File: src/sv/cpd_pkg.sv
`timescale 1ns / 1ps
// ----------------------------------------------------------------------------
// cpd_pkg
// shared constants, command and status types and the crc byte update
// ----------------------------------------------------------------------------
package cpd_pkg;

  localparam int unsigned MAX_PAYLOAD = 4096;
  localparam int unsigned HDR_LEN     = 8;
  localparam int unsigned CNT_W       = 13;

  localparam logic [7:0]  SYNC_A      = 8'h47;
  localparam logic [7:0]  SYNC_B      = 8'h4D;
  localparam logic [15:0] CRC_POLY    = 16'hA001;
  localparam logic [15:0] CRC_INIT    = 16'hFFFF;
  localparam logic [15:0] TIMEOUT_RST = 16'd50;
  localparam logic [7:0]  VERSION_RST = 8'd1;

  // register indexes
  localparam logic REG_TIMEOUT = 1'b0;
  localparam logic REG_VERSION = 1'b1;

  // event codes
  localparam logic [2:0] EV_OK        = 3'd0;
  localparam logic [2:0] EV_CRC_ERR   = 3'd1;
  localparam logic [2:0] EV_REJECT    = 3'd2;
  localparam logic [2:0] EV_RETX_REQ  = 3'd3;
  localparam logic [2:0] EV_RETX_GIVE = 3'd4;

  // header fault codes
  localparam logic [1:0] FLT_NONE    = 2'd0;
  localparam logic [1:0] FLT_VERSION = 2'd1;
  localparam logic [1:0] FLT_TYPE    = 2'd2;
  localparam logic [1:0] FLT_LENGTH  = 2'd3;

  // datapath operations
  localparam logic [3:0] OP_NONE   = 4'd0;
  localparam logic [3:0] OP_LATCH  = 4'd1;
  localparam logic [3:0] OP_TICK   = 4'd2;
  localparam logic [3:0] OP_APPEND = 4'd3;
  localparam logic [3:0] OP_BODY   = 4'd4;
  localparam logic [3:0] OP_SHIFT  = 4'd5;
  localparam logic [3:0] OP_JUDGE  = 4'd6;
  localparam logic [3:0] OP_CRC    = 4'd7;

  typedef struct packed {
    logic [3:0] op;
    logic [2:0] crc_idx;
    logic       load_out;
  } cpd_cmd_t;

  typedef struct packed {
    logic func;
    logic hdr_full;
    logic cnt_lt2;
    logic cnt_eq8;
    logic magic_front;
    logic hdr_bad;
    logic res_pend;
    logic out_free;
  } cpd_sts_t;

  function automatic logic [15:0] crc_byte(input logic [15:0] c, input logic [7:0] b);
    logic [15:0] x;
    x = c ^ {8'h00, b};
    for (int k = 0; k < 8; k++) begin
      x = x[0] ? ((x >> 1) ^ CRC_POLY) : (x >> 1);
    end
    return x;
  endfunction

endpackage

File: src/sv/cpd_ctrl.sv
`timescale 1ns / 1ps
// ----------------------------------------------------------------------------
// cpd_ctrl
// sequencer: dispatch, magic rescan, header judge, header crc, result hand-off
// ----------------------------------------------------------------------------
module cpd_ctrl (
  input  logic              clk,
  input  logic              rst_n,
  input  logic              in_valid,
  output logic              in_ready,
  input  cpd_pkg::cpd_sts_t sts,
  output cpd_pkg::cpd_cmd_t cmd
);

  localparam logic [2:0] ST_IDLE  = 3'd0;
  localparam logic [2:0] ST_DISP  = 3'd1;
  localparam logic [2:0] ST_SCAN  = 3'd2;
  localparam logic [2:0] ST_JUDGE = 3'd3;
  localparam logic [2:0] ST_CRC   = 3'd4;
  localparam logic [2:0] ST_FIN   = 3'd5;

  logic [2:0] state_r, state_nxt;
  logic [2:0] idx_r, idx_nxt;

  assign in_ready = (state_r == ST_IDLE);

  always_comb begin
    state_nxt    = state_r;
    idx_nxt      = idx_r;
    cmd.op       = cpd_pkg::OP_NONE;
    cmd.crc_idx  = idx_r;
    cmd.load_out = 1'b0;
    unique case (state_r)
      ST_IDLE: begin
        if (in_valid) begin
          cmd.op    = cpd_pkg::OP_LATCH;
          state_nxt = ST_DISP;
        end
      end
      ST_DISP: begin
        priority if (sts.func) begin
          cmd.op    = cpd_pkg::OP_TICK;
          state_nxt = ST_FIN;
        end else if (!sts.hdr_full) begin
          cmd.op    = cpd_pkg::OP_APPEND;
          state_nxt = ST_SCAN;
        end else begin
          cmd.op    = cpd_pkg::OP_BODY;
          state_nxt = ST_FIN;
        end
      end
      ST_SCAN: begin
        priority if (sts.cnt_lt2) begin
          state_nxt = ST_FIN;
        end else if (sts.magic_front) begin
          state_nxt = sts.cnt_eq8 ? ST_JUDGE : ST_FIN;
        end else begin
          cmd.op = cpd_pkg::OP_SHIFT;
        end
      end
      ST_JUDGE: begin
        cmd.op  = cpd_pkg::OP_JUDGE;
        idx_nxt = '0;
        state_nxt = sts.hdr_bad ? ST_SCAN : ST_CRC;
      end
      ST_CRC: begin
        cmd.op  = cpd_pkg::OP_CRC;
        idx_nxt = idx_r + 3'd1;
        if (idx_r == 3'(cpd_pkg::HDR_LEN - 1)) state_nxt = ST_FIN;
      end
      ST_FIN: begin
        priority if (!sts.res_pend) begin
          state_nxt = ST_IDLE;
        end else if (sts.out_free) begin
          cmd.load_out = 1'b1;
          state_nxt    = ST_IDLE;
        end
      end
      default: state_nxt = ST_IDLE;
    endcase
  end

  always_ff @(posedge clk) begin
    if (!rst_n) begin
      state_r <= ST_IDLE;
      idx_r   <= '0;
    end else begin
      state_r <= state_nxt;
      idx_r   <= idx_nxt;
    end
  end

endmodule

File: src/sv/cpd_dp.sv
`timescale 1ns / 1ps
// ----------------------------------------------------------------------------
// cpd_dp
// header store, counters, crc register, timers and result registers
// ----------------------------------------------------------------------------
module cpd_dp (
  input  logic              clk,
  input  logic              rst_n,
  input  cpd_pkg::cpd_cmd_t cmd,
  output cpd_pkg::cpd_sts_t sts,
  input  logic              in_func,
  input  logic [7:0]        in_data_byte,
  input  logic              cfg_we,
  input  logic              cfg_index,
  input  logic [15:0]       cfg_wdata,
  output logic              out_valid,
  input  logic              out_ready,
  output logic [2:0]        out_event_res,
  output logic [1:0]        out_header_fault,
  output logic [2:0]        out_packet_type,
  output logic [15:0]       out_sequence_res,
  output logic [12:0]       out_payload_length,
  output logic              out_needs_response
);

  localparam int CW = cpd_pkg::CNT_W;

  logic [7:0]    store_r [cpd_pkg::HDR_LEN];
  logic [CW-1:0] count_r;
  logic [15:0]   crc_r;
  logic [7:0]    trl_lo_r;
  logic [15:0]   last_seq_r;
  logic [CW-1:0] cur_len_r;
  logic          waiting_r;
  logic [15:0]   elapsed_r;
  logic [15:0]   timeout_r;
  logic [7:0]    version_r;
  logic          func_r;
  logic [7:0]    byte_r;
  logic          res_pend_r;
  logic [2:0]    res_ev_r;
  logic [1:0]    res_flt_r;
  logic [2:0]    res_type_r;
  logic [15:0]   res_seq_r;
  logic [12:0]   res_len_r;
  logic          res_resp_r;
  logic          out_valid_r;
  logic [2:0]    o_ev_r;
  logic [1:0]    o_flt_r;
  logic [2:0]    o_type_r;
  logic [15:0]   o_seq_r;
  logic [12:0]   o_len_r;
  logic          o_resp_r;

  logic [15:0]   e_inc;
  logic [15:0]   hdr_seq, hdr_len, rx_crc;
  logic [7:0]    hdr_type;
  logic [1:0]    fault;
  logic [CW-1:0] body_end;
  logic          drop_all;

  assign e_inc    = (elapsed_r == 16'hFFFF) ? elapsed_r : elapsed_r + 16'd1;
  assign hdr_type = store_r[3];
  assign hdr_seq  = {store_r[5], store_r[4]};
  assign hdr_len  = {store_r[7], store_r[6]};
  assign rx_crc   = {byte_r, trl_lo_r};
  assign body_end = CW'(cpd_pkg::HDR_LEN) + cur_len_r;

  always_comb begin
    priority if (store_r[2] != version_r) fault = cpd_pkg::FLT_VERSION;
    else if (hdr_type < 8'd1 || hdr_type > 8'd4) fault = cpd_pkg::FLT_TYPE;
    else if (hdr_len > 16'(cpd_pkg::MAX_PAYLOAD)) fault = cpd_pkg::FLT_LENGTH;
    else fault = cpd_pkg::FLT_NONE;
  end

  // two bytes left without a pair: keep the tail only if it can open one
  assign drop_all = (count_r == CW'(2)) && (store_r[1] != cpd_pkg::SYNC_A);

  assign sts.func        = func_r;
  assign sts.hdr_full    = (count_r >= CW'(cpd_pkg::HDR_LEN));
  assign sts.cnt_lt2     = (count_r < CW'(2));
  assign sts.cnt_eq8     = (count_r == CW'(cpd_pkg::HDR_LEN));
  assign sts.magic_front = (store_r[0] == cpd_pkg::SYNC_A) && (store_r[1] == cpd_pkg::SYNC_B);
  assign sts.hdr_bad     = (fault != cpd_pkg::FLT_NONE);
  assign sts.res_pend    = res_pend_r;
  assign sts.out_free    = !out_valid_r || out_ready;

  // header store, no reset
  always_ff @(posedge clk) begin
    unique case (cmd.op)
      cpd_pkg::OP_APPEND: store_r[count_r[2:0]] <= byte_r;
      cpd_pkg::OP_SHIFT, cpd_pkg::OP_JUDGE: begin
        if (cmd.op == cpd_pkg::OP_SHIFT || fault != cpd_pkg::FLT_NONE) begin
          for (int i = 0; i < cpd_pkg::HDR_LEN - 1; i++) store_r[i] <= store_r[i+1];
        end
      end
      default: ;
    endcase
  end

  always_ff @(posedge clk) begin
    if (!rst_n) begin
      count_r     <= '0;
      crc_r       <= cpd_pkg::CRC_INIT;
      trl_lo_r    <= '0;
      last_seq_r  <= '0;
      cur_len_r   <= '0;
      waiting_r   <= 1'b0;
      elapsed_r   <= '0;
      timeout_r   <= cpd_pkg::TIMEOUT_RST;
      version_r   <= cpd_pkg::VERSION_RST;
      res_pend_r  <= 1'b0;
      out_valid_r <= 1'b0;
    end else begin
      if (cfg_we) begin
        unique case (cfg_index)
          cpd_pkg::REG_TIMEOUT: timeout_r <= cfg_wdata;
          cpd_pkg::REG_VERSION: version_r <= cfg_wdata[7:0];
          default: ;
        endcase
      end

      if (cmd.load_out) begin
        out_valid_r <= 1'b1;
        res_pend_r  <= 1'b0;
        o_ev_r      <= res_ev_r;
        o_flt_r     <= res_flt_r;
        o_type_r    <= res_type_r;
        o_seq_r     <= res_seq_r;
        o_len_r     <= res_len_r;
        o_resp_r    <= res_resp_r;
      end else if (out_ready) begin
        out_valid_r <= 1'b0;
      end

      unique case (cmd.op)
        cpd_pkg::OP_LATCH: begin
          func_r     <= in_func;
          byte_r     <= in_data_byte;
          res_pend_r <= 1'b0;
        end
        cpd_pkg::OP_TICK: begin
          res_flt_r  <= cpd_pkg::FLT_NONE;
          res_type_r <= '0;
          res_len_r  <= '0;
          res_resp_r <= 1'b0;
          if (waiting_r) begin
            if (e_inc >= timeout_r) begin
              count_r    <= '0;
              last_seq_r <= '0;
              waiting_r  <= 1'b0;
              elapsed_r  <= '0;
              res_pend_r <= 1'b1;
              res_ev_r   <= cpd_pkg::EV_RETX_GIVE;
              res_seq_r  <= '0;
            end else begin
              elapsed_r <= e_inc;
            end
          end else if (count_r != '0) begin
            if (e_inc >= timeout_r) begin
              count_r    <= '0;
              waiting_r  <= 1'b1;
              elapsed_r  <= '0;
              res_pend_r <= 1'b1;
              res_ev_r   <= cpd_pkg::EV_RETX_REQ;
              res_seq_r  <= last_seq_r;
            end else begin
              elapsed_r <= e_inc;
            end
          end
        end
        cpd_pkg::OP_APPEND: begin
          if (count_r == '0 && !waiting_r) elapsed_r <= '0;
          count_r <= count_r + CW'(1);
        end
        cpd_pkg::OP_SHIFT: begin
          count_r <= drop_all ? '0 : count_r - CW'(1);
        end
        cpd_pkg::OP_JUDGE: begin
          if (fault != cpd_pkg::FLT_VERSION && fault != cpd_pkg::FLT_TYPE)
            last_seq_r <= hdr_seq;
          if (fault != cpd_pkg::FLT_NONE) begin
            count_r    <= count_r - CW'(1);
            res_pend_r <= 1'b1;
            res_ev_r   <= cpd_pkg::EV_REJECT;
            res_flt_r  <= fault;
            res_type_r <= (fault == cpd_pkg::FLT_LENGTH) ? hdr_type[2:0] : 3'd0;
            res_seq_r  <= (fault == cpd_pkg::FLT_LENGTH) ? hdr_seq : 16'd0;
            res_len_r  <= '0;
            res_resp_r <= 1'b0;
          end else begin
            cur_len_r <= hdr_len[CW-1:0];
            crc_r     <= cpd_pkg::CRC_INIT;
          end
        end
        cpd_pkg::OP_CRC: begin
          crc_r <= cpd_pkg::crc_byte(crc_r, store_r[cmd.crc_idx]);
        end
        cpd_pkg::OP_BODY: begin
          priority if (count_r < body_end) begin
            count_r <= count_r + CW'(1);
            crc_r   <= cpd_pkg::crc_byte(crc_r, byte_r);
          end else if (count_r == body_end) begin
            count_r  <= count_r + CW'(1);
            trl_lo_r <= byte_r;
          end else begin
            count_r    <= '0;
            res_pend_r <= 1'b1;
            res_flt_r  <= cpd_pkg::FLT_NONE;
            res_type_r <= hdr_type[2:0];
            res_seq_r  <= hdr_seq;
            res_len_r  <= cur_len_r;
            if (rx_crc == crc_r) begin
              waiting_r  <= 1'b0;
              res_ev_r   <= cpd_pkg::EV_OK;
              res_resp_r <= (hdr_type == 8'd1);
            end else begin
              res_ev_r   <= cpd_pkg::EV_CRC_ERR;
              res_resp_r <= 1'b0;
            end
          end
        end
        default: ;
      endcase
    end
  end

  assign out_valid          = out_valid_r;
  assign out_event_res      = o_ev_r;
  assign out_header_fault   = o_flt_r;
  assign out_packet_type    = o_type_r;
  assign out_sequence_res   = o_seq_r;
  assign out_payload_length = o_len_r;
  assign out_needs_response = o_resp_r;

endmodule

File: src/sv/crc16_packet_deframer_with_timeout_top.sv
`timescale 1ns / 1ps
// ----------------------------------------------------------------------------
// crc16_packet_deframer_with_timeout_top
// byte stream deframer with crc-16/modbus check and millisecond timeouts
// ----------------------------------------------------------------------------
// each input word is either a received byte or a millisecond tick. the block
// hunts for the magic pair 0x47 0x4d, gathers an 8-byte header, checks
// version, type and length, then runs crc-16/modbus over header and payload
// and compares it with the little-endian trailer. results: packet ok, crc
// error, header rejected, retransmit request and retransmit give-up. a word is
// latched, dispatched and finished before the next is taken; a header byte is
// appended and the store rescanned for magic, shifting out bytes that cannot
// start it; a full header is then checked and either run through the crc byte
// update, one byte per cycle, or, on rejection, shifted by one byte and
// rescanned. a result sits in an output register, so the next word is taken
// while it waits; a second result waits in the finish state until it is free.
// ----------------------------------------------------------------------------
module crc16_packet_deframer_with_timeout_top (
  input  logic        clk,
  input  logic        rst_n,
  // input words
  input  logic        in_valid,
  output logic        in_ready,
  input  logic        in_func,
  input  logic [7:0]  in_data_byte,
  // results
  output logic        out_valid,
  input  logic        out_ready,
  output logic [2:0]  out_event_res,
  output logic [1:0]  out_header_fault,
  output logic [2:0]  out_packet_type,
  output logic [15:0] out_sequence_res,
  output logic [12:0] out_payload_length,
  output logic        out_needs_response,
  // configuration: index 0 timeout ticks, index 1 expected version
  input  logic        cfg_we,
  input  logic        cfg_index,
  input  logic [15:0] cfg_wdata
);

  cpd_pkg::cpd_cmd_t cmd;
  cpd_pkg::cpd_sts_t sts;

  // sequencer
  cpd_ctrl u_ctrl (
    .clk      (clk),
    .rst_n    (rst_n),
    .in_valid (in_valid),
    .in_ready (in_ready),
    .sts      (sts),
    .cmd      (cmd)
  );

  // header store, crc, timers and output register
  cpd_dp u_dp (
    .clk                (clk),
    .rst_n              (rst_n),
    .cmd                (cmd),
    .sts                (sts),
    .in_func            (in_func),
    .in_data_byte       (in_data_byte),
    .cfg_we             (cfg_we),
    .cfg_index          (cfg_index),
    .cfg_wdata          (cfg_wdata),
    .out_valid          (out_valid),
    .out_ready          (out_ready),
    .out_event_res      (out_event_res),
    .out_header_fault   (out_header_fault),
    .out_packet_type    (out_packet_type),
    .out_sequence_res   (out_sequence_res),
    .out_payload_length (out_payload_length),
    .out_needs_response (out_needs_response)
  );

endmodule

File: config.mk
export PLATFORM = sky130hd
export DESIGN_NAME = crc16_packet_deframer_with_timeout_top
export DESIGN_NICKNAME = d
export VERILOG_FILES = /design/src/sv/cpd_pkg.sv /design/src/sv/cpd_ctrl.sv /design/src/sv/cpd_dp.sv /design/src/sv/crc16_packet_deframer_with_timeout_top.sv
export SDC_FILE = /design/constraint.sdc
export NUM_CORES = 1
export LEC_CHECK = 0
export ABC_CLOCK_PERIOD_IN_PS = 7700
export BUFFER_PORTS_ARGS = -buffer_cell sky130_fd_sc_hd__buf_2
export CAP_MARGIN = 5
export CORE_MARGIN = 1
export CORE_UTILIZATION = 45
export CTS_BUF_LIST = sky130_fd_sc_hd__clkbuf_16
export DETAILED_ROUTE_END_ITERATION = 7
export MAX_ROUTING_LAYER = met4
export PLACE_DENSITY = 0.58
export SLEW_MARGIN = 5
export SYNTH_ARGS = -nofsm -noshare
export SYNTH_HDL_FRONTEND = slang
export SYNTH_SLANG_ARGS = --single-unit
File: constraint.sdc
create_clock -name clk -period 7.7 [get_ports clk]
set_input_delay 0 -clock clk [delete_from_list [all_inputs] [get_ports clk]]
set_output_delay 0 -clock clk [all_outputs]
set_load 0.02 [all_outputs]
==> run summary, run 1 <==
The worst hold path belongs to the class in2reg. The number of antenna violations at the first check in global routing came out at 0. The DRC violation count after routing came out at 0.

In this run the deepest clock path goes through 3 buffers. The I/O pin total came out at between 70 and 80. The total congestion overflow came out at 0. The clock latency reported for the late side of the worst-skew pair is roughly 0.56 ns. For met1 alone, demand over resource in global routing was 31.83%. The post-synthesis async set-or-reset flop share is 0%. In this run the worst path has a maximum fanout of 32. The static power due to leakage came out at ~0.0055 uW. The netlist uses slightly below 70 different library cells.

The per-cell routed wire length is roughly 19 um. The setup TNS after final layout is 0 ns. The number of hold violations in the final report was 0. The worst register-to-register path ends at u_dp.last_seq_r[3]$_SDFFE_PN0P_. The global routing usage summed across all routing layers is between 20% and 30%. The pin count of the biggest net entering global routing is between 80 and 90. The number of H-tree branching levels came out at 1.

The setup-violating endpoint count in the final report came out at 0. The worst register-to-register path has a setup slack of about 2.5 ns. In this run, synthesis inferred 149 flip-flops with an integrated enable.

STA classifies the critical path startpoint as a register. The library cells used most frequently in the layout, excluding fill and tap cells, are nand2_1 (249), edfxtp_1 (149), dfxtp_1 (118). The die is roughly 170 um tall.

The via count of the first global-routing pass is approximately 9.6k. The post-route standard cell area excluding fillers came out at between 0.015 and 0.02 sq mm. The post-detailed-route count of antenna-violating nets came out at 0.

The worst reg-to-reg path cell count is 17. Along the worst hold path, the cell count comes to 2. From left edge to right edge, the die measures between 150 and 200 um. The wire length of the first global-routing pass came out at 53.96 mm. After clock tree synthesis, the clock-pin slew on the worst setup and hold paths is ~0.06 ns. The routability congestion estimate is between 0.8 and 0.9.

STA puts the critical path data required time at 8.17 ns. Detailed placement finished with a half-perimeter wire length of between 20 and 25 mm. The worst clock skew is around 0.017 ns. The mean post-synth cell area came out at roughly 10 sq um. STA classifies the critical path endpoint as a register. After synthesis the netlist holds a flip-flop and latch count of around 270. In this run the clock root is driven by a clkbuf_16. The total nets after synthesis is roughly 1.4k.

The number of vias per cell after detailed routing is between 5 and 6. The floorplan has a little over 60 rows. The max-capacitance violation count is 0.

The slew of the pin with the lowest slew margin came out at 1.228 ns. The cell area after synthesis is between 0.01 and 0.015 sq mm. The critical path data arrival time came out at 5.71 ns. The highest achievable clock rate is around 0.19 GHz. The run finished with clean final reports.

The area of the multi-input gates is 0.005902 sq mm. The starting density of the core came out at around 46%. The relative area change from synthesis to final layout came out at 14.55%. The startpoint identified for the worst hold timing path is in_data_byte[5]. The clock drives around 270 sinks. The number of clock buffers inserted by TritonCTS came out at 29. Setup repair after global routing left no endpoint under its margin. TritonCTS built the clock tree. The number of filler instances in the final layout is ~2.6k. The worst hold path terminates at u_dp.byte_r[5]$_DFFE_PP_.

Gates resized during post-CTS repair numbered 0. The sequential element share of the synthesized area is about 52%. After the first detailed-routing iteration, the DRC count stood at ~1k. The startpoint identified for the worst register-to-register timing path is u_dp.elapsed_r[4]$_SDFFE_PN0P_.

The fraction of final layout cells sized beyond drive strength 1 is 11.41%. The most used flip-flop cell after synthesis is edfxtp_1. The final hold slack is about 0.16 ns. The worst voltage drop across the vdd grid came out at 0.1943 mV.

The library cell used most frequently in the layout, excluding fill and tap cells, is nand2_1. The final layout contains routed wiring with a total length of around 34 mm. The combined flip-flop and latch cell area is just under 0.007 sq mm. After technology mapping, the gate count stands at ~1.3k. The fraction of met3 tracks used by global routing is a little under 3%. For this run, global-route usage on met2 was measured as between 30% and 40%. The power density of the placed cells is between 200 and 250 mW/mm^2. The count of synthesis-stage warnings from yosys is 0. The instance area after placement is 0.01385 sq mm. The final number of max-transition violations came out at 0. The number of nets at the end of the flow is 1467.

The total via count in the routed design is 10.08k. The die covers about 0.030 sq mm. After global routing, the most crowded layer is met2.

The post-route fraction of the period consumed by the critical path is 68.05%. The area of the core came out at around 0.029 sq mm. The antenna diode instance count came out at 0.

The number of optimization iterations in the first detailed-route pass came out at 7. Headroom to the max-slew limit came out at ~18%. The design draws about 3400 uW. The minimum period implied by the final worst setup slack came out at between 5 and 6 ns.

The number of input and output port buffers inserted is 70. By startpoint and endpoint, the worst setup path is classified as reg2reg.
[synth_stat cells (3+ instances only)]
| cell | number | share of area (%) |
|---|---|---|
| a211o_1 | 4 | 0.27 |
| a211oi_1 | 5 | 0.28 |
| a21o_1 | 12 | 0.68 |
| a21oi_1 | 95 | 3.6 |
| a22o_1 | 16 | 1.1 |
| a22oi_1 | 18 | 1.0 |
| a32oi_1 | 3 | 0.20 |
| and2_1 | 8 | 0.38 |
| and3_1 | 24 | 1.1 |
| buf_2 | 4 | 0.15 |
| buf_4 | 3 | 0.17 |
| buf_6 | 3 | 0.26 |
| clkbuf_1 | 59 | 1.7 |
| dfxtp_1 | 118 | 18 |
| edfxtp_1 | 149 | 34 |
| ha_1 | 39 | 3.7 |
| inv_1 | 36 | 1.0 |
| mux2i_1 | 29 | 2.2 |
| mux4_2 | 10 | 1.7 |
| nand2_1 | 249 | 7.1 |
| nand2b_1 | 6 | 0.28 |
| nand3_1 | 34 | 1.3 |
| nand3b_1 | 3 | 0.17 |
| nand4_1 | 12 | 0.57 |
| nand4b_1 | 17 | 1.1 |
| nor2_1 | 84 | 2.4 |
| nor2b_1 | 16 | 0.76 |
| nor3_1 | 30 | 1.1 |
| nor3b_1 | 4 | 0.23 |
| nor4_1 | 10 | 0.47 |
| nor4b_1 | 3 | 0.20 |
| o211ai_1 | 16 | 0.91 |
| o21a_1 | 4 | 0.23 |
| o21ai_0 | 51 | 1.9 |
| o21ai_1 | 3 | 0.11 |
| o221ai_1 | 4 | 0.27 |
| o22ai_1 | 13 | 0.62 |
| or2_2 | 3 | 0.14 |
| or3_1 | 5 | 0.24 |
| xnor2_1 | 43 | 2.9 |
| xor2_1 | 36 | 2.4 |
[flip-flops by register name, indices dropped and copies added (netlist names), 8 cells and up, named ones only]
register	count
u_dp.crc_r	16
u_dp.store_r	64
u_dp.byte_r	8
u_dp.out_payload_length	13
u_dp.cur_len_r	13
u_dp.timeout_r	16
u_dp.elapsed_r	16
u_dp.count_r	13
u_dp.last_seq_r	16
u_dp.trl_lo_r	8
u_dp.res_seq_r	16
u_dp.out_sequence_res	16
u_dp.version_r	8
u_dp.res_len_r	13
[cell families (layout without fill, tap and decap cells)]
family | count (synthesis) | count (layout) | synth area share [%]
simple gates | 516 | 516 | 18.12
compound gates | 263 | 263 | 12.45
buf+inv | 108 | 211 | 3.617
fa+ha+maj | 39 | 39 | 3.703
mux | 41 | 41 | 4.310
flops | 267 | 267 | 51.88
xor+xnor | 83 | 83 | 5.924
[power by group]
part | internal (uW) | switching (uW) | leakage, uW
clock network | 787 | 564 | 0.000485
registers | 1560 | 45.5 | 0.00231
logic | 177 | 279 | 0.00274
total | 2530 | 888 | 0.00554
[routing by layer]
| layer | up-vias | routed length, um |
|---|---|---|
| met5 | - | 0 |
| met1 | 4813 | 15330 |
| li1 | 4894 | - |
| met3 | 34 | 2038 |
| met4 | 0 | 498 |
| met2 | 335 | 15990 |
[layout make-up]
class                           count  share of cell area, %
Sequential cell                   267                  45.28
Multi-Input combinational cell    942                  39.09
Timing Repair Buffer              121                  5.370
Clock buffer                       29                  4.807
Tap cell                          384                  3.182
Clock inverter                     25                  1.367
Inverter                           36                 0.8951
[through the flow]
| stage | setup WS (ns) | utilization (%) | cells |
|---|---|---|---|
| after global routing | 2.000 | 52.46 | 1804 |
| final | 2.460 | 52.46 | 1804 |
| after floorplan | 1.899 | - | 1317 |
| after CTS | 2.517 | 52.46 | 1804 |
| after detailed placement | 2.542 | 48.14 | 1719 |
| after global placement | 2.772 | 48.14 | 1719 |
[worst max-delay path by stage]
stage	startpoint	endpoint	slack, ns	cells after the start
2_1_floorplan	u_dp.cur_len_r[5]$_SDFFE_PN0P_	u_dp.res_ev_r[0]$_DFFE_PP_	1.90	16
3_3_place_gp	u_dp.elapsed_r[4]$_SDFFE_PN0P_	u_dp.last_seq_r[9]$_SDFFE_PN0P_	2.77	17
3_5_place_dp	u_dp.elapsed_r[4]$_SDFFE_PN0P_	u_dp.last_seq_r[3]$_SDFFE_PN0P_	2.54	17
4_1_cts	u_dp.elapsed_r[4]$_SDFFE_PN0P_	u_dp.last_seq_r[3]$_SDFFE_PN0P_	2.52	17
5_1_grt	u_dp.elapsed_r[4]$_SDFFE_PN0P_	u_dp.last_seq_r[4]$_SDFFE_PN0P_	2.00	17
6_report	u_dp.elapsed_r[4]$_SDFFE_PN0P_	u_dp.last_seq_r[3]$_SDFFE_PN0P_	2.46	17
[timing repair]
item | CTS | global route
hold buffers | 31 | 0
setup buffers | 0 | 0
hold endpoints to repair | 42 | 0
[critical path, cell delays in order, from the launching register on]
cell,delay [ns]
dfxtp_1,0.43
and4_1,0.25
nand3_1,0.14
or2_2,0.35
or3_1,0.50
xnor2_1,0.17
ha_1,0.27
nand2b_1,0.14
a21o_1,0.17
a21o_1,0.16
a21o_1,0.17
a21o_1,0.17
a2111oi_0,0.42
o221ai_1,0.16
buf_4,0.22
a31oi_2,0.99
o21ai_0,0.24
a21oi_1,0.18
(Power assumes the default switching activity.)
==> run 2, diff against run 1 <==
--- a/config.mk
+++ b/config.mk
@@ -5,7 +5,7 @@
 export SDC_FILE = /design/constraint.sdc
 export NUM_CORES = 1
 export LEC_CHECK = 0
-export ABC_CLOCK_PERIOD_IN_PS = 7700
+export ABC_CLOCK_PERIOD_IN_PS = 4500
 export BUFFER_PORTS_ARGS = -buffer_cell sky130_fd_sc_hd__buf_2
 export CAP_MARGIN = 5
 export CORE_MARGIN = 1
@@ -13,7 +13,7 @@
 export CTS_BUF_LIST = sky130_fd_sc_hd__clkbuf_16
 export DETAILED_ROUTE_END_ITERATION = 7
 export MAX_ROUTING_LAYER = met4
-export PLACE_DENSITY = 0.58
+export PLACE_DENSITY = 0.6
 export SLEW_MARGIN = 5
 export SYNTH_ARGS = -nofsm -noshare
 export SYNTH_HDL_FRONTEND = slang
==> constraint.sdc (replaced) <==
create_clock -name clk -period 4.5 [get_ports clk]
set_input_delay 0 -clock clk [delete_from_list [all_inputs] [get_ports clk]]
set_output_delay 0 -clock clk [all_outputs]
set_load 0.02 [all_outputs]
==> run 2 against run 1 <==
Die area stayed put. Core utilization is 1.5 points higher. Critical path type unchanged. Register-to-register slack worse by 2.2 ns. Clock skew is 0.0013 ns lower. Cell count is 1.9% higher. Cell area is 2.9% higher. Sequential cell count stayed put. Critical endpoint is now u_dp.count_r[1]$_SDFFE_PN0P_. First-iteration DRC count is 23% lower. Largest cell class unchanged. Critical path depth is 1 higher. Worst hold slack worse by 0.015 ns. Sequential share of layout area is 1.3 points lower.
==> run summary, run 2 (synthesized netlist as in run 1, its figures left out) <==
The flow ran to the end, and the final reports show no timing, DRC or antenna violations. The floorplan has 62 rows. Setup repair after global routing left no endpoint under its margin. The setup-violating endpoint count in the final report came out at 0. The met2 track demand over resource is 37.52%. The via count of the first global-routing pass is a little under 10k.

Following the worst setup path forward leads to its endpoint at u_dp.count_r[1]$_SDFFE_PN0P_. The normalized max-slew margin is about 15%. By startpoint and endpoint, the worst setup path is classified as reg2reg.

The minimum period implied by the final worst setup slack came out at about 4.2 ns. The worst reg-to-reg path cell count came out at 18. The combined flip-flop and latch cell area came out at slightly below 0.007 sq mm.

Ranked by flip-flop count, first place goes to u_dp.store_r. TritonCTS built the clock tree. The height of the die came out at ~170 um. The global routing usage summed across all routing layers is 23.47%. Net switching is 25.38% of the power. The largest single stage delay on the critical path is ~0.44 ns. The number of nets at the end of the flow came out at approximately 1.5k.

The routed design has 34.14 mm of wire. The internal power is around 4600 uW. The signal on the critical path passes through and4_1, nand3_1, or2_4, or3_4, xnor2_1, ha_1, nand2b_1, a21o_1, a21o_1, a21o_1, a21o_1, a2111oi_4, o221ai_2, buf_6, o221ai_1, buf_4, nand2_1, o22ai_1.

Counting both buffers and inverters, the worst setup path holds a total of 2. The final hold slack is 0.1470 ns. The kind of start point of the critical path is a register. Summed over all nets, the switching power comes to about 1600 uW.

The final worst-path setup slack is between 0.2 and 0.3 ns. The global routing stage identified its most utilized layer as met2. The worst register-to-register path begins at u_dp.elapsed_r[7]$_SDFFE_PN0P_. The per-cell routed wire length is 18.57 um. The biggest fanout along the worst timing path came out at 13. The worst-case clock buffer depth is 3. The number of hold violations in the final report is 0. The post-detailed-route count of antenna-violating nets is 0. The clock latency reported for the late side of the worst-skew pair is 0.56 ns. The library cell used most frequently in the layout, excluding fill and tap cells, is nand2_1. The number of H-tree branching levels came out at 1. The number of vias per cell after detailed routing came out at 5.587. Clock tree synthesis inserted a total of 29 buffers. The register share of total power is roughly 45%. The DRC violation count after routing is 0. Among all stages on the critical path, the largest delay is contributed by or3_4. At the end of routability-driven placement, the weighted congestion stood at around 0.89. The area of the core came out at between 0.02 and 0.03 sq mm.

Counting the fill cells in the layout gives 2558. The number of antenna diodes in the final layout is 0. The end-of-flow core utilization came out at roughly 54%.

The critical path starts at u_dp.elapsed_r[7]$_SDFFE_PN0P_. The required time of the critical path came out at about 5 ns. After clock tree synthesis, the clock-pin slew on the worst setup and hold paths is about 0.060 ns.

The post-route fraction of the period consumed by the critical path is between 90% and 100%. The critical path data arrival time is between 4 and 5 ns. Power spread over the standard cell area amounts to a little under 400 mW/mm^2. The root buffer selected by CTS is clkbuf_16.

The library cells used most frequently in the layout, excluding fill and tap cells, are nand2_1 (249), edfxtp_1 (149), dfxtp_1 (118). OpenSTA, run right after detailed placement, puts the worst setup slack at -0.03650 ns. The logic depth of the worst setup path including buffers is 18.

From left edge to right edge, the die measures ~170 um. Of the total power, the clock network draws between 40% and 50%. In this run, the number of DRC markers left after iteration 0 of detailed routing was between 700 and 800. The area of the multi-input gates is just under 0.006 sq mm. The worst clock skew came out at 0.01605 ns. The met1 demand-to-capacity share in global routing is roughly 31%.

The proportion of power drawn by combinational gates is around an eighth. The worst voltage drop across the vdd grid came out at 0.3306 mV. During I/O placement, the number of pins put on the boundary was around 70.

After legalization and detailed placement, the total HPWL measured between 20 and 25 mm. Broken down by cell family, the worst path's largest delay share belongs to compound AO/OA/AOI/OAI gates. The die covers 0.02997 sq mm. The pin count of the biggest net entering global routing is 53. The path class of the tightest hold or removal check is in2reg. For the pin with the worst max-slew slack, the measured transition is between 1 and 1.5 ns. The max-capacitance violation count came out at 0. The register-to-register setup slack is about 0.27 ns. The worst register-to-register path ends at u_dp.count_r[1]$_SDFFE_PN0P_. The setup TNS after final layout is 0 ns. The number of antenna violations at the first check in global routing came out at 0. The relative area change from synthesis to final layout is 17.83%.

The final number of max-transition violations came out at 0. The static power due to leakage is approximately 0.0057 uW. The number of flip-flops under the largest register name is between 60 and 70.

Summed over all layers, the global routing overflow is 0. The fraction of met3 tracks used by global routing is 4.046%. The highest achievable clock rate is about 0.24 GHz. The most prevalent standard cell on the critical path is a21o_1. The clock sink count is around 270. The total via count in the routed design is about 10k.

The fraction of final layout cells sized beyond drive strength 1 came out at 13.82%. The number of optimization iterations in the first detailed-route pass is 5. The number of input and output port buffers inserted came out at 70.

Once the floorplan was initialized, standard cells occupied a little under half of the core. The worst setup path is captured at a register. The wire length of the first global-routing pass came out at 54.13 mm.
[run 2: changes by cell type in the layout (fill, tap and decap cells not counted), sizes merged]
cell / previous run / this run
buf: 90 / 121
inv: 44 / 39
bufinv: 3 / 7
dlygate4sd3: 31 / 34
clkinvlp: 1 / 3
clkinv: 13 / 12
[run 2: how the worst min path moves through the flow]
stage,start,to,slack [ns],cells after the start
after floorplan,in_data_byte[0],u_dp.byte_r[0]$_DFFE_PP_,0.1,0
after global placement,in_data_byte[1],u_dp.byte_r[1]$_DFFE_PP_,0.18,1
after detailed placement,in_data_byte[6],u_dp.byte_r[6]$_DFFE_PP_,0.18,1
after CTS,in_data_byte[4],u_dp.byte_r[4]$_DFFE_PP_,0.13,2
after global routing,in_data_byte[1],u_dp.byte_r[1]$_DFFE_PP_,0.15,2
final,in_func,u_dp.func_r$_DFFE_PP_,0.15,2
[run 2: through the flow]
stage / instances / power [uW] / instance area, sq um
CTS: 1836 / 6153 / 15480
finish: 1838 / 6124 / 15530
global placement: 1748 / 3550 / 14090
detailed placement: 1748 / 3557 / 14090
floorplan: 1317 / 3350 / 13200
global route: 1838 / 6344 / 15530
[run 2: timing repair]
item	4_1_cts	5_1_grt
setup endpoints to repair	21	53
setup buffers	0	2
hold endpoints to repair	52	0
resized for setup	2	6
hold buffers	34	0
[run 2: power groups by stage]
stage	registers [uW]	clock network [uW]	logic, uW
4_1_cts	2750	2620	779
3_3_place_gp	2810	0	744
2_1_floorplan	2770	0	582
6_report	2760	2580	790
5_1_grt	2770	2710	865
3_5_place_dp	2810	0	750
[run 2: final cells by class]
class,count,area share [%]
Clock buffer,29,4.673
Tap cell,384,3.094
Inverter,36,0.8702
Clock inverter,25,2.030
Timing Repair Buffer,155,7.018
Multi-Input combinational cell,942,38.29
Sequential cell,267,44.03
[run 2: layer usage]
layer  part of all wire [%]  routed length (um)
met3                    6.9                2354
met4                    2.2                 764
met5                      0                   0
met1                     44               14970
met2                     47               16060
